[src/design/rrb_pkg.sv]
// rrb_pkg: sizes, byte offsets, reply byte map and shared types for the
// tcp reset reply builder. no dependencies.
`default_nettype none
package rrb_pkg;
	localparam int MAX_FRAME_BYTES = 2048;
	localparam int AW = $clog2(MAX_FRAME_BYTES);
	localparam int CW = $clog2(MAX_FRAME_BYTES + 1);
	localparam int IDXW = 18;
	localparam int SUMW = 28;
	localparam int MIN_FRAME = 54;
	localparam int IP_OFS = 14;
	localparam int TOTLEN_HI = 16;
	localparam int TOTLEN_LO = 17;
	localparam int PROTO_OFS = 23;
	localparam int SRC_IP_OFS = 26;
	localparam int IP_END = 34;
	localparam logic [7:0] FLAG_KEEP = 8'h3F;
	localparam logic [7:0] RST_FLAG = 8'h04;

	typedef logic [IDXW-1:0] idx_t;
	typedef logic [CW-1:0] cnt_t;
	typedef logic [AW-1:0] addr_t;
	typedef logic [SUMW-1:0] sum_t;

	typedef enum logic [2:0] {
		OP_HELD,
		OP_ZERO,
		OP_FLAGS,
		OP_IPHI,
		OP_IPLO,
		OP_TCPHI,
		OP_TCPLO
	} rrb_op_t;

	typedef struct packed {
		idx_t    idx;
		rrb_op_t op;
		idx_t    src;
	} rrb_rd_t;

	function automatic rrb_rd_t rrb_map(input idx_t i);
		rrb_rd_t r;
		r.idx = i;
		r.op = OP_HELD;
		r.src = i;
		priority if (i < idx_t'(6)) r.src = i + idx_t'(6);
		else if (i < idx_t'(12)) r.src = i - idx_t'(6);
		else if (i == idx_t'(24)) r.op = OP_IPHI;
		else if (i == idx_t'(25)) r.op = OP_IPLO;
		else if (i >= idx_t'(26) && i < idx_t'(30)) r.src = i + idx_t'(4);
		else if (i >= idx_t'(30) && i < idx_t'(34)) r.src = i - idx_t'(4);
		else if (i == idx_t'(34) || i == idx_t'(35)) r.src = i + idx_t'(2);
		else if (i == idx_t'(36) || i == idx_t'(37)) r.src = i - idx_t'(2);
		else if (i >= idx_t'(38) && i < idx_t'(42)) r.src = i + idx_t'(4);
		else if (i >= idx_t'(42) && i < idx_t'(46)) r.op = OP_ZERO;
		else if (i == idx_t'(47)) r.op = OP_FLAGS;
		else if (i == idx_t'(48) || i == idx_t'(49)) r.op = OP_ZERO;
		else if (i == idx_t'(50)) r.op = OP_TCPHI;
		else if (i == idx_t'(51)) r.op = OP_TCPLO;
		else r.src = i;
		return r;
	endfunction

	function automatic logic [15:0] rrb_fold(input sum_t s);
		logic [16:0] a;
		logic [15:0] b;
		a = {1'b0, s[15:0]} + 17'(s[SUMW-1:16]);
		b = a[15:0] + 16'(a[16]);
		return ~b;
	endfunction
endpackage
`default_nettype wire

[src/design/rrb_fmt.sv]
// rrb_fmt: turns a stored byte into the reply byte at one position
// depends on rrb_pkg
`default_nettype none
module rrb_fmt (
	input  wire rrb_pkg::rrb_rd_t rd,
	input  wire logic [7:0]       rdata,
	input  wire rrb_pkg::cnt_t    cnt,
	input  wire logic [15:0]      ip_sum,
	input  wire logic [15:0]      tcp_sum,
	output logic [7:0]            byte_out
);
	import rrb_pkg::*;

	logic [7:0] held;

	always_comb begin
		held = (rd.src < idx_t'(cnt)) ? rdata : 8'h00;
		if (rd.idx >= idx_t'(cnt)) begin
			byte_out = 8'h00;
		end else begin
			unique case (rd.op)
				OP_HELD:  byte_out = held;
				OP_ZERO:  byte_out = 8'h00;
				OP_FLAGS: byte_out = (held & ~FLAG_KEEP) | RST_FLAG;
				OP_IPHI:  byte_out = ip_sum[15:8];
				OP_IPLO:  byte_out = ip_sum[7:0];
				OP_TCPHI: byte_out = tcp_sum[15:8];
				OP_TCPLO: byte_out = tcp_sum[7:0];
				default:  byte_out = 8'h00;
			endcase
		end
	end
endmodule
`default_nettype wire

[config.mk]
export PLATFORM = sky130hd
export DESIGN_NAME = rrb_fmt
export DESIGN_NICKNAME = d
export VERILOG_FILES = /design/src/design/rrb_pkg.sv /design/src/design/rrb_fmt.sv
export SDC_FILE = /design/constraint.sdc
export NUM_CORES = 1
export LEC_CHECK = 0
export ABC_AREA = 1
export BUFFER_PORTS_ARGS = -buffer_cell sky130_fd_sc_hd__buf_2
export CAP_MARGIN = 20
export CORE_ASPECT_RATIO = 1.2
export CORE_UTILIZATION = 30
export DETAILED_ROUTE_END_ITERATION = 6
export PLACE_DENSITY = 0.66
export SYNTH_ARGS = -nofsm -noshare
export SYNTH_HDL_FRONTEND = slang
export SYNTH_SLANG_ARGS = --single-unit
[constraint.sdc]
create_clock -name vclk -period 2.5
set_clock_uncertainty 0.1 [all_clocks]
set_input_delay 0.5 -clock vclk [all_inputs]
set_output_delay 0.5 -clock vclk [all_outputs]
set_load 0.05 [all_outputs]
# Word-level counts from Yosys, hierarchy flattened
# Cells that the tools add are included.
[op_classes]
magnitude_cmp = 2
eq_ne = 5
muxes = 3
reduce_logical = 1
[ops]
columns = ["operator", "n"]
rows = [
  ["case mux 8 bit (6 select lines)", 1],
  ["greater-or-equal comparator 18 x 12 -> 1 bit", 1],
  ["< comparator 18 x 12 -> 1 bit", 1],
  ["two-way mux 8 bit", 2],
  ["equality test 3 bit (second input constant)", 3],
  ["equality test 3 x 2 -> 1 bit (second input constant)", 2],
  ["zero test 3 bit", 1],
]
[totals]
reg_bits = 0
out_inout_bits = 8
elab_cells = 11

# Longest topological paths before layout
[logic_depth]
depth_word = 4
depth_mapped = 14
mapped_depth_nobuf = 14

# Worst setup path after synthesis
# Ideal clock, no wire load.
[synth_timing]
kind = "input port to output port"
start = "input port cnt[11]"
end = "output port byte_out[0]"
arrival_ps = 2208
required_time_ps = 1900
path_slack_ps = -308
cell_stages = 7
path_buffers = 0
path_cell_list = "inv_1 > ha_1 > a21oi_1 > nand2_1 > nor2_1 > nand4_1 > a21oi_1"
[synth_between]
elab_chain_cells = 4
[synth_lines]
columns = ["element", "line_no", "text"]
rows = [
  ["start, declared", "rrb_fmt.sv:7", "input wire rrb_pkg::cnt_t cnt,"],
  ["< comparator 18 x 12 -> 1 bit", "rrb_fmt.sv:17", "held = (rd.src < idx_t'(cnt)) ? rdata : 8'h00;"],
  ["two-way mux 8 bit", "rrb_fmt.sv:17", ""],
  ["case mux 8 bit (6 select lines)", "rrb_fmt.sv:21", "unique case (rd.op)"],
  ["two-way mux 8 bit *", "rrb_fmt.sv:18", "if (rd.idx >= idx_t'(cnt)) begin"],
  ["end, declared", "rrb_fmt.sv:10", "output logic [7:0] byte_out"],
]
# Every way passes the cells marked *; elsewhere a longest branch is shown, timed or not.

# Worst setup path after layout
[layout_timing]
start = "input port cnt[7]"
end = "output port byte_out[3]"
# The elaborated chain is that of the path after synthesis.

==> key figures <==
Global route
  • Gr ovfl total: 0
  • Vias in the first global route: 1,656
  • GRT Total Usage: 0.171
  • Antenna violations before repair: 0
  • Largest net degree at the start of global routing: 13
  • First-pass GRT wire length: 6070 um

Synth
  • Mapped Area: 0.00123 sq mm
  • Synth Warn #: 0
  • Adder-cell share of the synthesized area: 0.235
  • Netlist cell types: 27
  • Post-Syn Area per Cell: 5.57 sq um
  • Seq/Total Area, Yosys: 0
  • Syn_nets: 334
  • Post-Syn Instances: 220
  • Largest family of logic cells by synthesized area: simple AND/OR/NAND/NOR gates
  • Synth Area in Compound Gates: 0.129
  • Synth Area in XOR/XNOR: 0
  • Mux cell area share after synthesis: 0
  • Simple-gate portion of the synthesized area: 0.470

STA
  • Final TNS setup: 0 ns
  • Final worst path period share: 0.995
  • Worst slew pin tran: 0.438 ns
  • Max-slew violation count: 0
  • Fmax achieved: 402 MHz
  • Final setup violation count: 0
  • Final Hold Viols: 0
  • Hold_ws: 1.37 ns
  • Worst slew margin relative to its limit: 0.708
  • RSZ-0062 raised after global routing: true
  • Final min period: 2.49 ns

Pwr
  • Power Dens Cells: 138 mW/mm^2
  • Pwr Total: 0.000320 W
  • Max VDD drop: 0.0684 mV
  • P_leak: 1.23 nW

Detailed routing
  • First-pass detailed-route iteration total: 4
  • Remaining DRCs: 0
  • Total number of vias: 1,776
  • Vias per cell: 4.61
  • Wire per inst: 10.3 um
  • Antenna viol nets, final: 0
  • DRT Wirelength: 3950 um
  • DRT iter0 DRCs: 26

Job
  • Max-cap check violation count: 0

Floorplanning
  • Rows: 25
  • Die area: 0.00435 sq mm
  • Core footprint: 0.00394 sq mm
  • IO Pins: 99
  • Die X: 60.4 um
  • Die H: 72.0 um
  • Starting Density: 0.311

Cells and area
  • N_diodes: 0
  • Final Cell Area: 0.00232 sq mm
  • Register area: 0 sq um
  • Fin nets: 447
  • Area growth syn-to-layout: 89.5%
  • Sequential cell count: 0
  • Ratio of cells with drive above 1 in the final layout: 0.538
  • Clkbuf count: 0

Critical path
  • Critical Path Source: cnt[7]
  • Worst path arrival time: 1.89 ns
  • Largest fanout on the critical path: 5
  • Worst path required time: 1.90 ns
  • Critical path endpoint: byte_out[3]
  • WS Path Type: primary input to output port
  • Crit start category: primary input
  • CP endpoint kind: output port

Placed design
  • Post-DP HPWL: 3250 um
  • Port Buffer Count: 99
  • Gpl congestion: 0.747
  • Post-DP Area: 0.00188 sq mm

Run status
  • Run status: complete, no violations

Min path
  • HP Class: primary input to output port
==> power breakdown <==
part,leakage [nW],internal [W],total [W],switching [W]
clock network,0,0,0,0
logic,1.23,0.000162,0.000320,0.000158
registers,0,0,0,0
==> metal layers <==
metal  vias to the layer above  routed length (um)  global-route usage
met5                         -                   0                   0
met4                         0                  21              0.0129
met3                         2                 254              0.0232
met2                        65                2250               0.363
met1                       762                1430               0.172
li1                        947                   -                   -
==> final cells by class <==
class / count / area [sq um]
multi-input combinational: 173 / 1360
inverter: 44 / 188
timing repair buffer: 114 / 706
tap: 54 / 67.6
fill: 419 / 1620
==> how the worst min path moves through the flow <==
stage	from	endpoint	slack (ns)	cells past startpoint
after global placement	rdata[2]	byte_out[2]	1.42	6
final	tcp_sum[12]	byte_out[4]	1.37	4
after floorplan	tcp_sum[6]	byte_out[6]	1.21	4
after global routing	tcp_sum[11]	byte_out[3]	1.39	4
after CTS	tcp_sum[12]	byte_out[4]	1.35	4
after detailed placement	rdata[2]	byte_out[2]	1.42	6
==> cell usage after synthesis, drive strengths merged <==
master  instances  area [sq um]
a21boi          1          7.51
and3b           1          8.76
a21oi          11          58.8
o211ai          1          7.51
a211oi          2          15.0
nand4           9          56.3
buf             1          11.3
a221oi          4          35.0
nor2           28           120
and3            2          15.0
nand3          22           110
inv            44           165
a31oi           1          6.26
o21ai           1          5.00
or2             1          6.26
nand2          55           206
nand3b          2          18.8
a21o            3          22.5
nor3            6          35.0
ha             23           288
clkbuf          2          27.5
==> placed cells by master (no fill, tap or decap) <==
cell	Yosys	layout
inv_8	0	1
nor2_2	3	5
a21o_1	3	3
a21oi_4	0	5
a21oi_2	1	3
nor3_2	1	4
nand4_1	9	9
o211ai_1	1	1
a211oi_1	2	2
ha_1	23	10
nor2_1	24	18
a221oi_1	4	4
nor3_1	5	2
nand3_1	22	22
buf_6	1	10
a21oi_1	10	3
ha_4	0	13
buf_8	0	4
inv_2	1	4
nand3b_4	0	1
buf_4	0	13
or2_1	1	1
nor2_4	1	5
a21boi_1	0	1
a31oi_1	1	1
nand2_1	55	39
and3_2	2	2
inv_1	43	34
buf_2	0	87
nand3b_1	1	1
nand2_4	0	3
and3b_1	1	1
nand2_2	0	13
inv_6	0	1
o21ai_1	0	1
inv_4	0	4
==> critical path, cell delays in order <==
cell and delay, ns:
buf_8 0.10, inv_8 0.05, ha_4 0.19, a21o_1 0.20
a21oi_2 0.14, nand2_2 0.06, nand2_1 0.05, nand4_1 0.12
buf_6 0.17, a21oi_4 0.12, buf_6 0.17
==> through the flow <==
step / setup WS, ns / utilization / instances
2_1_floorplan: -0.0654 / - / 220
3_3_place_gp: -0.184 / 0.478 / 383
3_5_place_dp: -0.196 / 0.478 / 383
4_1_cts: 0.00103 / 0.515 / 384
5_1_grt: -0.0634 / 0.590 / 385
6_report: 0.0122 / 0.590 / 385
==> cell families (layout without fill, tap and decap cells) <==
kind of cell,count (synthesis),count (layout)
adders and majority gates,23,23
AOI/OAI and AO/OA,24,24
and+or+nand+nor,126,126
buffers and inverters,47,158
==> timing repair <==
item / in CTS / in global routing
pin swaps: 9 / 30
setup endpoints to repair: 8 / 8
hold buffers: 0 / 0
buffers inserted: 1 / 1
gates resized for setup: 31 / 64
Note: power is estimated with default switching activity, not from simulation.
